File: src/rtl/qsip_pkg.sv
`default_nettype none
package qsip_pkg;

	localparam int unsigned KEY_W = 32;
	localparam int unsigned POS_W = 6;

	typedef struct packed {
		logic lt;
		logic gt;
	} cmp_res_t;

	typedef enum logic [4:0] {
		S_IDLE,
		S_INIT,
		S_POP,
		S_LOOP,
		S_PV_A,
		S_PV_B,
		S_PV_C,
		S_LO_CHK,
		S_LO_A,
		S_LO_B,
		S_LO_C,
		S_HI_CHK,
		S_HI_A,
		S_HI_B,
		S_HI_C,
		S_SW_CHK,
		S_SW1,
		S_SW2,
		S_DO_CHK,
		S_PEND,
		S_OUT_A,
		S_OUT_B,
		S_OUT_C
	} state_t;

endpackage
`default_nettype wire

File: src/rtl/quicksort_index_permutation.sv
// Index sort of a set of up to MAX_KEYS 32-bit keys.
// Keys arrive on the s_ channel, one per transfer, in load order; the transfer
// with s_tlast high closes the set. Keys beyond MAX_KEYS are dropped. The block
// then sorts by Hoare quicksort (middle element as pivot, larger part pushed on
// a range stack of STACK_DEPTH entries) and returns, on the m_ channel, the
// original load positions in ascending key order, m_tlast on the final one.
// Loading accepts one key per cycle. Sorting runs through one shared key
// comparator, one element at a time: an index memory read, a key memory
// read, a compare and a bound check, plus a swap done as two writes on the
// single write port of the index memory. The index memory is first filled
// with the load positions. Each result is read from the memories only after
// the previous one has been transferred. s_tready is low from the closing
// transfer until the last result transfer. A stalled receiver simply holds the
// result register; nothing is lost. compare_signed is written on the cfg_
// channel (always ready) and selects signed or unsigned compare. Reset clears
// the load count, stack pointer and state; compare_signed returns to 1.
`default_nettype none
module quicksort_index_permutation #(
	parameter int unsigned MAX_KEYS    = 64,
	parameter int unsigned STACK_DEPTH = 8
) (
	input  wire logic        clk,
	input  wire logic        arst_n,
	input  wire logic        s_tvalid,
	output logic             s_tready,
	input  wire logic [31:0] s_tdata,   // [31:0] key
	input  wire logic        s_tlast,   // last
	output logic             m_tvalid,
	input  wire logic        m_tready,
	output logic      [7:0]  m_tdata,   // [5:0] position, [7:6] zero
	output logic             m_tlast,   // final_res
	input  wire logic        cfg_valid,
	output logic             cfg_ready,
	input  wire logic        cfg_data   // compare_signed
);

	localparam int unsigned AW = $clog2(MAX_KEYS);
	localparam int unsigned CW = $clog2(MAX_KEYS + 1);
	localparam int unsigned SW = AW + 2;
	localparam int unsigned PW = $clog2(STACK_DEPTH + 1);
	localparam int unsigned IW = $clog2(STACK_DEPTH);

	qsip_pkg::state_t state_q, state_d;

	logic                 cs_q;
	logic [CW-1:0]        load_cnt_q;
	logic [CW-1:0]        cnt_q;
	logic [PW-1:0]        sp_q;
	logic [AW-1:0]        stk_l_q [STACK_DEPTH];
	logic [AW-1:0]        stk_r_q [STACK_DEPTH];
	logic signed [SW-1:0] left_q, right_q, lo_q, hi_q;
	logic [31:0]          pv_q;
	logic [AW-1:0]        ilo_q, ihi_q;
	logic                 out_vld_q;
	logic [AW-1:0]        out_pos_q;
	logic                 out_last_q;

	logic                 key_we;
	logic [AW-1:0]        key_waddr;
	logic [31:0]          key_rdata;
	logic                 idx_we;
	logic [AW-1:0]        idx_waddr, idx_wdata, idx_raddr, idx_rdata;
	logic signed [SW-1:0] mid;
	logic                 in_xfer, out_xfer;
	logic [PW-1:0]        sp_m1;
	logic signed [SW-1:0] push_a, push_b;
	logic                 push_lower;
	qsip_pkg::cmp_res_t   cmp;

	assign s_tready  = (state_q == qsip_pkg::S_IDLE);
	assign cfg_ready = 1'b1;
	assign in_xfer   = s_tvalid & s_tready;
	assign out_xfer  = out_vld_q & m_tready;
	assign m_tvalid  = out_vld_q;
	assign m_tdata   = {2'b00, qsip_pkg::POS_W'(out_pos_q)};
	assign m_tlast   = out_last_q;
	assign mid       = (left_q + right_q) >>> 1;
	assign sp_m1     = sp_q - PW'(1);
	// The part holding more elements goes on the stack.
	assign push_lower = (lo_q - left_q) > (right_q - lo_q);
	assign push_a     = push_lower ? left_q : lo_q;
	assign push_b     = push_lower ? hi_q : right_q;

	qsip_ram #(.WIDTH(32), .DEPTH(MAX_KEYS)) u_key_ram (
		.clk   (clk),
		.we    (key_we),
		.waddr (key_waddr),
		.wdata (s_tdata),
		.raddr (idx_rdata),
		.rdata (key_rdata)
	);

	qsip_ram #(.WIDTH(AW), .DEPTH(MAX_KEYS)) u_idx_ram (
		.clk   (clk),
		.we    (idx_we),
		.waddr (idx_waddr),
		.wdata (idx_wdata),
		.raddr (idx_raddr),
		.rdata (idx_rdata)
	);

	qsip_cmp u_cmp (
		.a         (key_rdata),
		.b         (pv_q),
		.is_signed (cs_q),
		.res       (cmp)
	);

	// Next state.
	always_comb begin
		state_d = state_q;
		unique case (state_q)
			qsip_pkg::S_IDLE: begin
				if (in_xfer && s_tlast) state_d = qsip_pkg::S_INIT;
			end
			qsip_pkg::S_INIT: begin
				if (cnt_q == load_cnt_q) state_d = qsip_pkg::S_POP;
			end
			qsip_pkg::S_POP: begin
				state_d = (sp_q == '0) ? qsip_pkg::S_OUT_A : qsip_pkg::S_LOOP;
			end
			qsip_pkg::S_LOOP: begin
				state_d = (left_q < right_q) ? qsip_pkg::S_PV_A : qsip_pkg::S_POP;
			end
			qsip_pkg::S_PV_A: state_d = qsip_pkg::S_PV_B;
			qsip_pkg::S_PV_B: state_d = qsip_pkg::S_PV_C;
			qsip_pkg::S_PV_C: state_d = qsip_pkg::S_LO_CHK;
			qsip_pkg::S_LO_CHK: begin
				state_d = (lo_q <= right_q) ? qsip_pkg::S_LO_A : qsip_pkg::S_HI_CHK;
			end
			qsip_pkg::S_LO_A: state_d = qsip_pkg::S_LO_B;
			qsip_pkg::S_LO_B: state_d = qsip_pkg::S_LO_C;
			qsip_pkg::S_LO_C: begin
				state_d = cmp.lt ? qsip_pkg::S_LO_CHK : qsip_pkg::S_HI_CHK;
			end
			qsip_pkg::S_HI_CHK: begin
				state_d = (hi_q >= left_q) ? qsip_pkg::S_HI_A : qsip_pkg::S_SW_CHK;
			end
			qsip_pkg::S_HI_A: state_d = qsip_pkg::S_HI_B;
			qsip_pkg::S_HI_B: state_d = qsip_pkg::S_HI_C;
			qsip_pkg::S_HI_C: begin
				state_d = cmp.gt ? qsip_pkg::S_HI_CHK : qsip_pkg::S_SW_CHK;
			end
			qsip_pkg::S_SW_CHK: begin
				state_d = (lo_q <= hi_q) ? qsip_pkg::S_SW1 : qsip_pkg::S_DO_CHK;
			end
			qsip_pkg::S_SW1: state_d = qsip_pkg::S_SW2;
			qsip_pkg::S_SW2: state_d = qsip_pkg::S_DO_CHK;
			qsip_pkg::S_DO_CHK: begin
				state_d = (hi_q >= lo_q) ? qsip_pkg::S_LO_CHK : qsip_pkg::S_PEND;
			end
			qsip_pkg::S_PEND: state_d = qsip_pkg::S_LOOP;
			qsip_pkg::S_OUT_A: state_d = qsip_pkg::S_OUT_B;
			qsip_pkg::S_OUT_B: state_d = qsip_pkg::S_OUT_C;
			qsip_pkg::S_OUT_C: begin
				if (out_xfer) begin
					state_d = out_last_q ? qsip_pkg::S_IDLE : qsip_pkg::S_OUT_A;
				end
			end
			default: state_d = qsip_pkg::S_IDLE;
		endcase
	end

	// Memory controls.
	always_comb begin
		key_we    = in_xfer && (load_cnt_q < CW'(MAX_KEYS));
		key_waddr = load_cnt_q[AW-1:0];
		idx_we    = 1'b0;
		idx_waddr = cnt_q[AW-1:0];
		idx_wdata = cnt_q[AW-1:0];
		idx_raddr = lo_q[AW-1:0];
		unique case (state_q)
			qsip_pkg::S_INIT: idx_we = (cnt_q != load_cnt_q);
			qsip_pkg::S_PV_A: idx_raddr = mid[AW-1:0];
			qsip_pkg::S_HI_A: idx_raddr = hi_q[AW-1:0];
			qsip_pkg::S_OUT_A: idx_raddr = cnt_q[AW-1:0];
			qsip_pkg::S_SW1: begin
				idx_we    = 1'b1;
				idx_waddr = hi_q[AW-1:0];
				idx_wdata = ilo_q;
			end
			qsip_pkg::S_SW2: begin
				idx_we    = 1'b1;
				idx_waddr = lo_q[AW-1:0];
				idx_wdata = ihi_q;
			end
			default: ;
		endcase
	end

	always_ff @(posedge clk or negedge arst_n) begin
		if (!arst_n) begin
			state_q    <= qsip_pkg::S_IDLE;
			cs_q       <= 1'b1;
			load_cnt_q <= '0;
			cnt_q      <= '0;
			sp_q       <= '0;
			out_vld_q  <= 1'b0;
		end else begin
			state_q <= state_d;
			if (cfg_valid && cfg_ready) cs_q <= cfg_data;
			if (key_we) load_cnt_q <= load_cnt_q + CW'(1);
			unique case (state_q)
				qsip_pkg::S_IDLE: cnt_q <= '0;
				qsip_pkg::S_INIT: begin
					if (cnt_q != load_cnt_q) begin
						cnt_q <= cnt_q + CW'(1);
					end else begin
						sp_q <= (load_cnt_q > CW'(1)) ? PW'(1) : '0;
					end
				end
				qsip_pkg::S_POP: begin
					cnt_q <= '0;
					if (sp_q != '0) sp_q <= sp_m1;
				end
				qsip_pkg::S_PEND: begin
					if ((push_a < push_b) && (sp_q < PW'(STACK_DEPTH))) begin
						sp_q <= sp_q + PW'(1);
					end
				end
				qsip_pkg::S_OUT_B: out_vld_q <= 1'b1;
				qsip_pkg::S_OUT_C: begin
					if (out_xfer) begin
						out_vld_q <= 1'b0;
						cnt_q     <= cnt_q + CW'(1);
						if (out_last_q) begin
							load_cnt_q <= '0;
							sp_q       <= '0;
						end
					end
				end
				default: ;
			endcase
		end
	end

	// Datapath registers.
	always_ff @(posedge clk) begin
		unique case (state_q)
			qsip_pkg::S_INIT: begin
				if (cnt_q == load_cnt_q) begin
					stk_l_q[0] <= '0;
					stk_r_q[0] <= AW'(load_cnt_q - CW'(1));
				end
			end
			qsip_pkg::S_POP: begin
				left_q  <= $signed({2'b00, stk_l_q[sp_m1[IW-1:0]]});
				right_q <= $signed({2'b00, stk_r_q[sp_m1[IW-1:0]]});
			end
			qsip_pkg::S_PV_C: begin
				pv_q <= key_rdata;
				lo_q <= left_q;
				hi_q <= right_q;
			end
			qsip_pkg::S_LO_B: ilo_q <= idx_rdata;
			qsip_pkg::S_LO_C: if (cmp.lt) lo_q <= lo_q + SW'(1);
			qsip_pkg::S_HI_B: ihi_q <= idx_rdata;
			qsip_pkg::S_HI_C: if (cmp.gt) hi_q <= hi_q - SW'(1);
			qsip_pkg::S_SW2: begin
				lo_q <= lo_q + SW'(1);
				hi_q <= hi_q - SW'(1);
			end
			qsip_pkg::S_PEND: begin
				if ((push_a < push_b) && (sp_q < PW'(STACK_DEPTH))) begin
					stk_l_q[sp_q[IW-1:0]] <= push_a[AW-1:0];
					stk_r_q[sp_q[IW-1:0]] <= push_b[AW-1:0];
				end
				if (push_lower) left_q <= lo_q;
				else right_q <= hi_q;
			end
			qsip_pkg::S_OUT_B: begin
				out_pos_q  <= idx_rdata;
				out_last_q <= (cnt_q + CW'(1)) == load_cnt_q;
			end
			default: ;
		endcase
	end

endmodule
`default_nettype wire

File: src/rtl/qsip_ram.sv
`default_nettype none
module qsip_ram #(
	parameter int unsigned WIDTH = 32,
	parameter int unsigned DEPTH = 64
) (
	input  wire logic                     clk,
	input  wire logic                     we,
	input  wire logic [$clog2(DEPTH)-1:0] waddr,
	input  wire logic [WIDTH-1:0]         wdata,
	input  wire logic [$clog2(DEPTH)-1:0] raddr,
	output logic      [WIDTH-1:0]         rdata
);

	logic [WIDTH-1:0] mem [DEPTH];

	always_ff @(posedge clk) begin
		if (we) begin
			mem[waddr] <= wdata;
		end
		rdata <= mem[raddr];
	end

endmodule
`default_nettype wire

File: src/rtl/qsip_cmp.sv
`default_nettype none
module qsip_cmp (
	input  wire logic [qsip_pkg::KEY_W-1:0] a,
	input  wire logic [qsip_pkg::KEY_W-1:0] b,
	input  wire logic                        is_signed,
	output qsip_pkg::cmp_res_t               res
);

	logic [qsip_pkg::KEY_W-1:0] oa;
	logic [qsip_pkg::KEY_W-1:0] ob;

	// Flipping the sign bit maps two's complement order onto unsigned order.
	always_comb begin
		oa = {a[qsip_pkg::KEY_W-1] ^ is_signed, a[qsip_pkg::KEY_W-2:0]};
		ob = {b[qsip_pkg::KEY_W-1] ^ is_signed, b[qsip_pkg::KEY_W-2:0]};
		res.lt = oa < ob;
		res.gt = oa > ob;
	end

endmodule
`default_nettype wire
File: config.mk
export PLATFORM = sky130hd
export DESIGN_NAME = quicksort_index_permutation
export DESIGN_NICKNAME = d
export VERILOG_FILES = /design/src/rtl/qsip_pkg.sv /design/src/rtl/quicksort_index_permutation.sv /design/src/rtl/qsip_ram.sv /design/src/rtl/qsip_cmp.sv
export SDC_FILE = /design/constraint.sdc
export NUM_CORES = 2
export LEC_CHECK = 0
export BUFFER_PORTS_ARGS = -buffer_cell sky130_fd_sc_hd__buf_2
export CORE_MARGIN = 8
export CORE_UTILIZATION = 35
export DETAILED_ROUTE_END_ITERATION = 6
export PLACE_DENSITY = 0.46
export SLEW_MARGIN = 20
export SYNTH_ARGS = -nofsm -noshare
export SYNTH_HDL_FRONTEND = slang
export SYNTH_SLANG_ARGS = --single-unit
File: constraint.sdc
create_clock -name clk -period 8.15 [get_ports clk]
set_input_delay 1.63 -clock clk [delete_from_list [all_inputs] [get_ports clk]]
set_output_delay 1.63 -clock clk [all_outputs]
set_load 0.05 [all_outputs]
==> out/metrics.yaml <==
min_to: "pv_q[28]"
synth_cell_type_count: 79
dp_hpwl_mm: 161
tns_ns: 0
min_period_ns: 6.99
final.setup_skew_ns: 0.0561
fin_nets: 5614
grt_antenna_before_repair: 18
r2r-start: "lo_q[1]"
worst_setup_path_end_kind: "register"
p_leak_nw: 38.9
cts-root-buf: "clkbuf_16"
nFillCells: 26900
timing_max_transition_violations_final: 0
drt_first_pass_iters: 6
vias_per_cell: 5.36
worstMarginPinSlew_ns: 1.12
cts_tree: "done"
path_clk_slew_ns: 0.06
p_per_area_nw_per_um2: 352
r2r_slack_ns: 1.16
synthesis.area_sq_um: 106000
critPathKind: "reg -> reg"
numCtsBuffers: 298
ir_drop_mv: 0.353
synth_ff_type: "edfxtp_1"
h-tree-depth: 5
first_global_vias: 53600
cp.arrival_ns: 7.68
start_kind: "register"
cts_num_sinks: 2674
cp_max_fo: 21
finalPower_mw: 42.8
rows: 202
clockBufferDepth: 4
worstHoldPathType: "reg -> reg"
drc: 0
min_period_over_period_pct: 85.8
hold_depth: 0
routed_wl_mm: 286
fin_hold_ws_ns: 0.432
setup_viol_count_final: 0
clock_latency_ns: 0.88
gp_congestion: 0.797
synth_cells: 5236
yosysTopAreaCell: "edfxtp_1"
synth-edff-count: 2611
hold_viol_final: 0
synth-seq-cells: 2674
r2r_end: "stk_r_q[7][4]"
drive_gt1_share_pct: 25.3
grt_pass1_wl_mm: 409
fmax_mhz: 143
ys_async_sr_fraction_pct: 0.935
die_h_microns: 567
wl_per_cell_microns: 29.5
slew_headroom_pct: 25.4
ant_nets: 0
io_pins: 51
crit_required_ns: 8.84
area_growth_pct: 14.7
min_from: "u_key_ram.rdata[28]"
synth_area_leaders: "edfxtp_1 74%, mux4_2 15%, nand2_1 1.2%, ha_1 1.2%, mux2i_1 1.1%"
ys_warn_count: 0
placed_cell_area_sq_um: 112000
grt_max_degree: 167
start_util_pct: 35.1
grtUsageTotal_pct: 17.4
reg2reg_depth: 27
yosys.area.top_type_share_pct: 73.9
cts_hold_buf: 0
dr.first_iter.drc_count: 4803
overflow: 0
avgSynthCellArea_sq_um: 20.3
die-area_sq_um: 321000
fp.dieW_microns: 567
core_area_sq_um: 302000
portBuffers: 47
cts_resized: 0
postCtsSetupBuffers: 0
vias: 51900
rsz0062_at_grt: "false"
status: "completed"
fin_util_pct: 40.3
cap_violations: 0
yosysSeqAreaShare_pct: 75.2
fin_area_sq_um: 122000
==> report_power, final <==
| part | internal [mW] | switching, mW |
|---|---|---|
| logic | 5.69 | 7.77 |
| registers | 15.7 | 0.548 |
| clock network | 7.60 | 5.50 |
==> flip-flops by register name, indices dropped and copies added, names as in the netlist, 4 cells and up <==
signal / flops
ihi_q: 6
sp_q: 4
u_key_ram.rdata: 32
stk_r_q: 48
state_q: 5
u_key_ram.mem: 2048
right_q: 8
ilo_q: 6
stk_l_q: 48
cnt_q: 7
lo_q: 8
out_pos_q: 6
hi_q: 8
u_idx_ram.mem: 384
pv_q: 32
left_q: 8
u_idx_ram.rdata: 6
load_cnt_q: 7
==> cell usage after synthesis, types with 21 or more instances <==
cell type,number
edfxtp_1,2611
mux4_2,687
nand2_1,336
nor2_1,252
clkbuf_1,148
mux2i_1,118
o21ai_0,104
ha_1,99
a21oi_1,93
inv_1,82
buf_1,79
nand3_1,73
buf_2,43
dfxtp_1,38
a22o_1,29
a31oi_1,28
nor3_1,28
xnor2_1,28
a32oi_1,24
dfrtp_1,24
nand2b_1,22
nand4_1,21
or3_1,21
xor2_1,21
==> per-stage QoR <==
stage	std cells	setup slack (ns)
after floorplan	5237	1.08
after global placement	9151	1.16
after detailed placement	9151	1.28
after CTS	9682	1.15
after global routing	9683	0.517
final	9687	1.16
==> cell usage in the layout (no fill, tap or decap), types with 73 or more instances in the layout <==
| master | instances |
|---|---|
| a21oi_1 | 87 |
| buf_4 | 162 |
| clkbuf_16 | 302 |
| edfxtp_1 | 2611 |
| ha_1 | 99 |
| inv_1 | 82 |
| mux2i_1 | 118 |
| mux4_2 | 687 |
| nand2_1 | 335 |
| nand3_1 | 73 |
| nor2_1 | 188 |
| o21ai_0 | 103 |
==> layer usage <==
layer  global-route usage [%]  part of all wire (%)  vias to the layer above
li1                         -                     -                    22000
met5                        0                0.0091                        -
met2                     28.5                    48                     1240
met1                     24.7                    45                    28300
met4                     3.72                   2.0                        4
met3                     2.54                   4.8                      371
==> cell families (layout without fill, tap and decap cells) <==
kind of cell	after synthesis	after routing	share of synthesized area, %
XOR/XNOR	49	49	0.405
AND/OR/NAND/NOR	831	831	3.46
AO/OA/AOI/OAI	393	393	2.42
adder cells (fa/ha/maj)	102	102	1.22
buffers and inverters	365	832	1.40
multiplexers	820	820	15.9
flip-flops	2674	2674	75.2
other	2	8	0.00708
==> worst max-delay path, stage by stage (launching register included) <==
cell and delay [ns]:
edfxtp_1 0.53, inv_1 0.21, ha_1 0.34, nor2b_1 0.13, o21ai_0 0.22, a21oi_1 0.12, o21ai_0 0.16, nand2b_1 0.12
a21o_1 0.19, a21oi_1 0.16, xor2_1 0.09, ha_1 0.30, inv_1 0.07, a2111oi_2 0.37, inv_2 0.09, o31ai_4 0.81
buf_4 0.30, mux2i_1 0.25, ha_1 0.28, a21oi_1 0.23, o22ai_1 0.13, nor4_1 0.19, a21oi_1 0.09, nor2_1 0.18
nand3_1 0.29, buf_4 0.31, o21ai_0 0.39, buf_4 0.24
==> cell type report <==
type	count	area, sq um	share of cell area, %
antenna	5	12.5	0.0103
clock buffer	366	7840	6.44
clock inverter	165	1580	1.30
inverter	83	312	0.256
multi-input combinational	2198	25400	20.9
sequential	2674	79800	65.6
tap	3978	4980	4.09
timing repair buffer	218	1710	1.40
==> how the worst max path moves through the flow <==
stage	from	end	slack, ns
CTS	lo_q[1]	stk_r_q[3][4]	1.15
detailed placement	lo_q[1]	stk_r_q[0][4]	1.28
global placement	lo_q[1]	stk_l_q[7][5]	1.16
finish	lo_q[1]	stk_r_q[7][4]	1.16
global route	lo_q[1]	stk_l_q[3][5]	0.52
floorplan	lo_q[1]	stk_l_q[2][0]	1.08
Note: power is estimated with default switching activity, not from simulation.
